==> src/sv/pdc_pkg.sv <==
// Shared types and constants for the prefix dictionary completion block.
// No dependencies; every other file in sv/ refers to this package by scope.
`default_nettype none

package pdc_pkg;

    localparam int CHAR_W     = 8;   // dictionary and query character
    localparam int MODE_W     = 2;   // input transaction mode
    localparam int IDX_W      = 5;   // entry_index field
    localparam int POS_W      = 4;   // char_position field
    localparam int CNT_W      = 6;   // match counts, candidate_limit, entry_count
    localparam int OLIM_W     = 8;   // output_limit
    localparam int CFG_IDX_W  = 2;
    localparam int CFG_DATA_W = 8;   // widest register

    typedef enum logic [MODE_W-1:0] {
        MODE_LOAD  = 2'd0,
        MODE_QUERY = 2'd1,
        MODE_END   = 2'd2
    } mode_t;

    localparam logic [CFG_IDX_W-1:0] CFG_OUTPUT_LIMIT    = 2'd0;
    localparam logic [CFG_IDX_W-1:0] CFG_CANDIDATE_LIMIT = 2'd1;
    localparam logic [CFG_IDX_W-1:0] CFG_ENTRY_COUNT     = 2'd2;

    localparam logic [OLIM_W-1:0] OUTPUT_LIMIT_RST    = 8'd255;
    localparam logic [CNT_W-1:0]  CANDIDATE_LIMIT_RST = 6'd32;
    localparam logic [CNT_W-1:0]  ENTRY_COUNT_RST     = 6'd0;

    // Per-cycle command broadcast to every cell of the chain.
    typedef struct packed {
        logic load;    // write wr_data into the addressed entry
        logic query;   // narrow the match bit with the query character
        logic q_full;  // partial already as long as an entry
        logic clear;   // restart the match bit for a new query
    } cell_ctrl_t;

endpackage

`default_nettype wire

==> src/sv/pdc_cell.sv <==
// One dictionary entry: its characters, its match bit and its stage of the
// candidate-count chain. Depends on pdc_pkg.
`default_nettype none

module pdc_cell #(
    parameter int ENTRY_LEN = 16,
    parameter int IDX       = 0
) (
    input  wire logic                              clk,
    input  wire logic                              rst_n,
    input  wire pdc_pkg::cell_ctrl_t               ctrl,
    input  wire logic [pdc_pkg::IDX_W-1:0]         entry_index,
    input  wire logic [$clog2(ENTRY_LEN)-1:0]      wr_addr,
    input  wire logic [pdc_pkg::CHAR_W-1:0]        wr_data,
    input  wire logic [$clog2(ENTRY_LEN)-1:0]      rd_addr,
    input  wire logic [pdc_pkg::CHAR_W-1:0]        q_char,
    input  wire logic                              in_use,
    input  wire logic [pdc_pkg::CNT_W-1:0]         cand_limit,
    input  wire logic                              tok_in,
    input  wire logic [pdc_pkg::CNT_W-1:0]         cnt_in,
    input  wire logic [pdc_pkg::CHAR_W-1:0]        first_char,
    output logic                                   tok_out,
    output logic [pdc_pkg::CNT_W-1:0]              cnt_out,
    output logic                                   first,
    output logic                                   mism,
    output logic [pdc_pkg::CHAR_W-1:0]             rd_char
);

    logic [pdc_pkg::CHAR_W-1:0] chars_reg [ENTRY_LEN];
    logic                       match_reg;
    logic                       tok_reg;
    logic                       sel_reg;
    logic                       first_reg;
    logic [pdc_pkg::CNT_W-1:0]  cnt_reg;
    logic                       hit;
    logic                       considered;

    assign rd_char    = chars_reg[rd_addr];
    assign hit        = ctrl.load && (32'(entry_index) == IDX);
    // Taken while the running count is still below the candidate limit.
    assign considered = match_reg && in_use && (cnt_in < cand_limit);

    always_ff @(posedge clk or negedge rst_n)
    begin
        if (!rst_n)
        begin
            for (int i = 0; i < ENTRY_LEN; i++)
            begin
                chars_reg[i] <= '0;
            end
        end
        else if (hit)
        begin
            chars_reg[wr_addr] <= wr_data;
        end
    end

    always_ff @(posedge clk or negedge rst_n)
    begin
        if (!rst_n)
        begin
            match_reg <= 1'b1;
            tok_reg   <= 1'b0;
            sel_reg   <= 1'b0;
            first_reg <= 1'b0;
            cnt_reg   <= '0;
        end
        else
        begin
            if (ctrl.clear)
            begin
                match_reg <= 1'b1;
            end
            else if (ctrl.query)
            begin
                match_reg <= match_reg && !ctrl.q_full && (rd_char == q_char);
            end
            tok_reg <= tok_in;
            if (tok_in)
            begin
                cnt_reg   <= cnt_in + pdc_pkg::CNT_W'(considered);
                sel_reg   <= considered;
                first_reg <= considered && (cnt_in == '0);
            end
        end
    end

    assign tok_out = tok_reg;
    assign cnt_out = cnt_reg;
    assign first   = first_reg;
    assign mism    = sel_reg && (rd_char != first_char);

endmodule

`default_nettype wire

==> config.mk <==
export PLATFORM = sky130hd
export DESIGN_NAME = pdc_cell
export DESIGN_NICKNAME = d
export VERILOG_FILES = /design/src/sv/pdc_pkg.sv /design/src/sv/pdc_cell.sv
export SDC_FILE = /design/constraint.sdc
export NUM_CORES = 1
export LEC_CHECK = 0
export BUFFER_PORTS_ARGS = -buffer_cell sky130_fd_sc_hd__buf_2
export CAP_MARGIN = 20
export CORE_ASPECT_RATIO = 1.4
export CORE_MARGIN = 4
export CORE_UTILIZATION = 50
export CTS_CLUSTER_SIZE = 28
export DETAILED_ROUTE_END_ITERATION = 10
export PLACE_DENSITY = 0.69
export REMOVE_ABC_BUFFERS = 1
export SLEW_MARGIN = 20
export SYNTH_ARGS = -nofsm -noshare
export SYNTH_HDL_FRONTEND = slang
export SYNTH_SLANG_ARGS = --single-unit
export TNS_END_PERCENT = 20
==> constraint.sdc <==
create_clock -name clk -period 2.8 [get_ports clk]
set_input_delay 0.28 -clock clk [delete_from_list [all_inputs] [get_ports clk]]
set_output_delay 0.28 -clock clk [all_outputs]
set_load 0.02 [all_outputs]
==> results.cfg, run 1 <==
[status]
status = completed

[route]
ant_nets = 0
drc_errors = 0
drt-pass1-iter-count = 5
drt_iter0_drc = 271
vias = 4643
post_drt_wl_per_cell_um = 21.5
via_per_inst = 5.75
totalWireLength_um = 17400

[synthesis]
synth_edf_count = 0
synth_top_cell_by_area = dfrtp_1
yosysSeqAreaShare_pct = 49.0
yosysWarnings = 0
ys_top_cells_by_count = mux2_2 (146), dfrtp_1 (137), mux2i_1 (26)
ys_types = 45
synth_most_common_cell = mux2_2
netlist_instances = 510
synth_seq_cells = 138
mappedNetlistArea_um2 = 7050
async_flop_share_pct = 100
avgSynthCellArea_um2 = 13.8
synth_top_area_share_pct = 48.6
synth_ff_type = dfrtp_1
yosys-top-cells-area = dfrtp_1 (49%), mux2_2 (23%), mux4_2 (3.8%), mux2i_1 (3.7%), mux4_1 (3.4%)

[placed_design]
portBuffers = 73
gp_congestion = 0.844
dp_hpwl_um = 12300
dpl-instance-area_um2 = 7760

[global_route]
grt_pass1_vias = 5024
grt_max_degree = 58
overflow = 0
grt_first_pass_wirelength_um = 27200
track_usage_pct = 22.6
antenna_found_initial = 0

[sta]
relSlewSlack_pct = 49.7
slew_violations = 0
min_period_over_period_pct = 98.3
min_period_ns = 2.75
hold_viol = 0
fmax_ghz = 0.363
rsz0062_at_grt = true
finalClockSkew_ns = 0.00731
worstMarginPinSlew_ns = 0.754
fin_hold_ws_ns = 0.0821
setup_viol = 0

[worst_setup_path]
r2r_slack_ns = 0.52
crit_arrival_ns = 2.47
worstSetupPathType = flop to output pin
crit_chain = mux4_2 -> mux2_2 -> nand2_1 -> o21ai_2 -> xor2_1 -> a2111oi_4 -> a21oi_1 -> buf_4
r2r_cells = 8
rr_startpoint = chars_reg[58]
timing.rr.end = match_reg
slowest_stage = mux4_2
required_ns = 2.52
crit_path_end_kind = output pin
crit_path_start_kind = flop
slowest_delay_ns = 0.49
path_max_fanout = 2

[clock_network]
htreeDepth = 4
cts_tree = yes
cts_inserted_buffers = 17
clock_sinks = 138
clk_pin_slew_ns = 0.05
clock-root-buffer = clkbuf_16
clk_latency_ns = 0.41
clock_path_buffers = 2

[die]
fp.dieW_um = 108
die_h_um = 149
coreArea_um2 = 13800
dieArea_um2 = 16100
initial_core_util_pct = 50.9
io_pins = 74
core.rowCount = 51

[run]
maxCapViolations = 0

[pwr]
leakagePower_nw = 4.11
p_int_mw = 3.55
switchingPower_mw = 1.17
combPwrFrac_pct = 10.2
p_sw_share_pct = 24.7
peakVddDrop_v = 0.000345
p_per_area_nw_per_um2 = 561
pwr-share-clk_pct = 45.4
p_seq_share_pct = 44.4

[cells_and_area]
antenna_cells = 0
nets = 673
fin_area_um2 = 8400
largest_reg_flops = 128
multi_input_area_um2 = 3430
ff_latch_area_um2 = 3450
drive_above_1_share_pct = 51.1
fill_cells = 1073
synthToLayoutAreaGrowth_pct = 19.1

[hold_path]
hold_start = ctrl[0]
hp-class = input pin to flop
hold_end = match_reg
hold_depth = 3
-- power groups by stage --
stage | Sequential [mW] | Combinational, mW | Clock (mW)
6_report | 2.09 | 0.482 | 2.14
5_1_grt | 2.10 | 0.524 | 2.26
4_1_cts | 2.09 | 0.475 | 2.17
3_5_place_dp | 2.13 | 0.469 | 0
3_3_place_gp | 2.12 | 0.456 | 0
2_1_floorplan | 2.13 | 0.210 | 0
-- worst max-delay path: cells and delay by family, from the launching register on --
kind            cells  cell delay (ns)
mux                 2             0.78
compound gates      3             0.49
flops               1             0.38
buf+inv             1             0.17
xor+xnor            1             0.16
simple gates        1             0.08
-- cell type report --
| cell class | instances | share of cell area [%] |
|---|---|---|
| sequential | 138 | 41.1 |
| multi-input combinational | 335 | 40.9 |
| timing repair buffer | 107 | 7.97 |
| clock buffer | 20 | 5.44 |
| tap | 185 | 2.76 |
| clock inverter | 12 | 1.41 |
| inverter | 10 | 0.447 |
-- worst max-delay path by stage --
stage                  start  endpoint  slack [ns]  cells after the start
2_1_floorplan  chars_reg[39]      mism        0.45                      7
3_3_place_gp      rd_addr[3]      mism        0.02                      9
3_5_place_dp      rd_addr[3]      mism        0.06                      9
4_1_cts        chars_reg[22]      mism       0.003                      8
5_1_grt         chars_reg[6]      mism      -0.008                      8
6_report       chars_reg[22]      mism        0.05                      8
-- per-layer routing --
metal | track usage, % | wire length [um] | vias up
li1 | - | - | 2077
met1 | 28.7 | 7450 | 2407
met2 | 39.3 | 8810 | 129
met3 | 4.13 | 741 | 30
met4 | 6.51 | 363 | 0
met5 | 0 | 0 | -
-- logic make-up (layout without fill, tap and decap cells) --
group	count (synthesis)	after routing	share of synthesized area, %
AO/OA/AOI/OAI	40	40	4.03
XOR/XNOR	26	26	3.23
adder cells (fa/ha/maj)	7	7	1.24
buffers and inverters	37	149	2.82
flip-flops	138	138	49.0
multiplexers	195	195	34.8
AND/OR/NAND/NOR	67	67	4.84
-- timing repair --
action,4_1_cts,5_1_grt
pin swaps,3,6
buffers inserted,0,2
gates resized for setup,5,12
endpoints found under the hold margin,53,0
setup endpoints to repair,1,1
hold buffers,1,0
-- per-stage QoR --
step / cells / total power, mW / util [%] / worst slack [ns] / setup TNS, ns
floorplan: 483 / 2.34 / - / 0.451 / 0
global placement: 772 / 2.58 / 56.1 / 0.0157 / 0
detailed placement: 772 / 2.60 / 56.1 / 0.0591 / 0
CTS: 805 / 4.74 / 60.3 / 0.00326 / 0
global route: 807 / 4.89 / 60.7 / -0.00848 / -0.00848
finish: 807 / 4.71 / 60.7 / 0.0464 / 0
-- cell usage in the layout (no fill, tap or decap), types with 2 or more instances in the layout --
cell type / instances
a2bb2oi_1: 2
buf_2: 71
dfrtp_1: 137
inv_1: 10
ha_1: 7
nand2_2: 2
or4_1: 3
buf_12: 3
xor2_2: 2
nor4_1: 2
xnor2_1: 14
nor2b_1: 4
o21ai_2: 3
o211ai_1: 3
clkbuf_16: 17
mux2i_1: 26
nor3_2: 3
o22ai_1: 4
buf_4: 31
a21o_1: 3
nand3_1: 4
nand2_1: 15
clkinv_4: 4
a21oi_1: 9
clkinvlp_4: 6
nor3_1: 2
nand3b_1: 2
nor2_1: 20
o21ai_0: 4
xor2_1: 10
nand2b_1: 6
a22oi_1: 2
mux4_1: 4
mux4_2: 17
mux2i_4: 2
mux2_2: 146
o221ai_1: 2
clkbuf_8: 2
nand4b_1: 2
No activity file was read; power rests on OpenSTA's default activity.
==> inputs of run 2 (changes only) <==
--- a/config.mk
+++ b/config.mk
@@ -9,10 +9,10 @@
 export CAP_MARGIN = 20
 export CORE_ASPECT_RATIO = 1.4
 export CORE_MARGIN = 4
-export CORE_UTILIZATION = 50
+export CORE_UTILIZATION = 59
 export CTS_CLUSTER_SIZE = 28
 export DETAILED_ROUTE_END_ITERATION = 10
-export PLACE_DENSITY = 0.69
+export PLACE_DENSITY = 0.8
 export REMOVE_ABC_BUFFERS = 1
 export SLEW_MARGIN = 20
 export SYNTH_ARGS = -nofsm -noshare
==> constraint.sdc (replaced) <==
create_clock -name clk -period 2.8 [get_ports clk]
set_input_delay 0.42 -clock clk [delete_from_list [all_inputs] [get_ports clk]]
set_output_delay 0.42 -clock clk [all_outputs]
set_load 0.02 [all_outputs]
==> results.cfg, run 2 (same netlist as run 1, synthesis figures left out) <==
[status]
status = finished with violations
violations = setup timing

[worst_setup_path]
crit_path_end_kind = output pin
path_max_fanout = 2
rr_startpoint = chars_reg[87]
required_ns = 2.38
crit_path_start_kind = flop
timing.rr.end = match_reg
r2r_slack_ns = 0.53
r2r_cells = 8
crit_arrival_ns = 2.49
worstSetupPathType = flop to output pin

[sta]
setup_viol = 1
slew_violations = 0
min_period_over_period_pct = 104
rsz0062_at_grt = true
fmax_ghz = 0.344
worstMarginPinSlew_ns = 0.708
relSlewSlack_pct = 52.8
min_period_ns = 2.91
hold_viol = 0
final.setup.worst_slack_ns = -0.107
finalClockSkew_ns = 0.00584
fin_hold_ws_ns = 0.204

[pwr]
switchingPower_mw = 1.17
p_per_area_nw_per_um2 = 569
peakVddDrop_v = 0.000440
pwr-share-clk_pct = 46.9
p_int_mw = 3.77
combPwrFrac_pct = 10.7
p_seq_share_pct = 42.4
p_sw_share_pct = 23.7
leakagePower_nw = 4.33

[route]
via_per_inst = 6.19
drc_errors = 0
vias = 4918
ant_nets = 0
drt_iter0_drc = 287
totalWireLength_um = 18800
drt-pass1-iter-count = 5
post_drt_wl_per_cell_um = 23.6

[cells_and_area]
largest_reg_flops = 128
synthToLayoutAreaGrowth_pct = 23.3
drive_above_1_share_pct = 53.9
final_cell_mix = mux2_2 (142), dfrtp_1 (137), buf_2 (71), buf_4 (52), mux2i_1 (26)
final_core_util_pct = 73.9
nets = 699
antenna_cells = 0
final_common_cell = mux2_2

[clock_network]
cts_tree = yes
clock-root-buffer = clkbuf_16
clock_sinks = 138
htreeDepth = 4
clock_path_buffers = 2
cts_inserted_buffers = 17
clk_latency_ns = 0.42
clk_pin_slew_ns = 0.06

[global_route]
antenna_found_initial = 0
overflow = 0
grt_max_degree = 83
grt_first_pass_wirelength_um = 28400
track_usage_pct = 28.1
grt_pass1_vias = 5196

[die]
core.rowCount = 47
io_pins = 74
die_h_um = 137
fp.dieW_um = 100
initial_core_util_pct = 59.9
coreArea_um2 = 11800
dieArea_um2 = 13800

[hold_path]
hold_start = ctrl[0]
hold_depth = 3
hp-class = input pin to flop
hold_end = match_reg

[run]
maxCapViolations = 0

[placed_design]
portBuffers = 73
gp_congestion = 0.875
dp_hpwl_um = 12400
run 2: layout make-up:
type / count / area [um^2]
multi-input cells: 335 / 3470
flip-flops and latches: 138 / 3450
fillers: 731 / 3070
repair buffers: 133 / 932
clock buffers: 21 / 470
well taps: 147 / 184
clock inverters: 11 / 144
inverters: 10 / 37.5
run 2: per-stage QoR:
| stage | setup slack, ns | cell area (um^2) | power (mW) | instances | setup TNS, ns |
|---|---|---|---|---|---|
| after global routing | -0.170 | 8690 | 5.08 | 795 | -0.170 |
| after global placement | -0.115 | 7900 | 2.60 | 753 | -0.115 |
| after CTS | -0.0885 | 8610 | 4.94 | 793 | -0.0885 |
| after detailed placement | -0.0964 | 7900 | 2.62 | 753 | -0.0964 |
| final | -0.107 | 8690 | 4.94 | 795 | -0.107 |
| after floorplan | 0.204 | 6890 | 2.34 | 483 | 0 |
run 2: metal layers:
layer / GRT usage (%) / vias up / wire (um)
li1: - / 2119 / -
met1: 34.3 / 2488 / 7030
met2: 46.2 / 241 / 9500
met3: 6.64 / 70 / 1300
met4: 15.2 / 0 / 923
met5: 0 / - / 0
run 2: critical path: stages, from the launching register on:
cell	delay (ns)
dfrtp_1	0.39
mux4_2	0.46
mux2_4	0.29
nand2_4	0.08
o21ai_4	0.07
xor2_2	0.16
a2111oi_4	0.32
a21oi_1	0.12
buf_4	0.17
run 2: what timing repair did:
item                                    4_1_cts  5_1_grt
buffers inserted                              7        2
endpoints found under the setup margin        1        1
hold buffers                                  1        0
gates cloned                                  0        1
pin swaps                                     5        5
resized for setup                            13       17
endpoints found under the hold margin        22        0
run 2: how the worst max path moves through the flow:
stage | start | to | slack, ns
after detailed placement | rd_addr[1] | mism | -0.1
after CTS | chars_reg[28] | mism | -0.09
after global routing | rd_addr[1] | mism | -0.17
after global placement | rd_addr[1] | mism | -0.12
final | chars_reg[87] | mism | -0.11
after floorplan | rd_addr[1] | mism | 0.20
run 2: power by group through the flow:
stage	registers, mW	clock network [mW]	logic, mW
global route	2.10	2.41	0.569
floorplan	2.13	0	0.210
detailed placement	2.13	0	0.492
global placement	2.12	0	0.474
finish	2.10	2.32	0.529
CTS	2.09	2.33	0.513
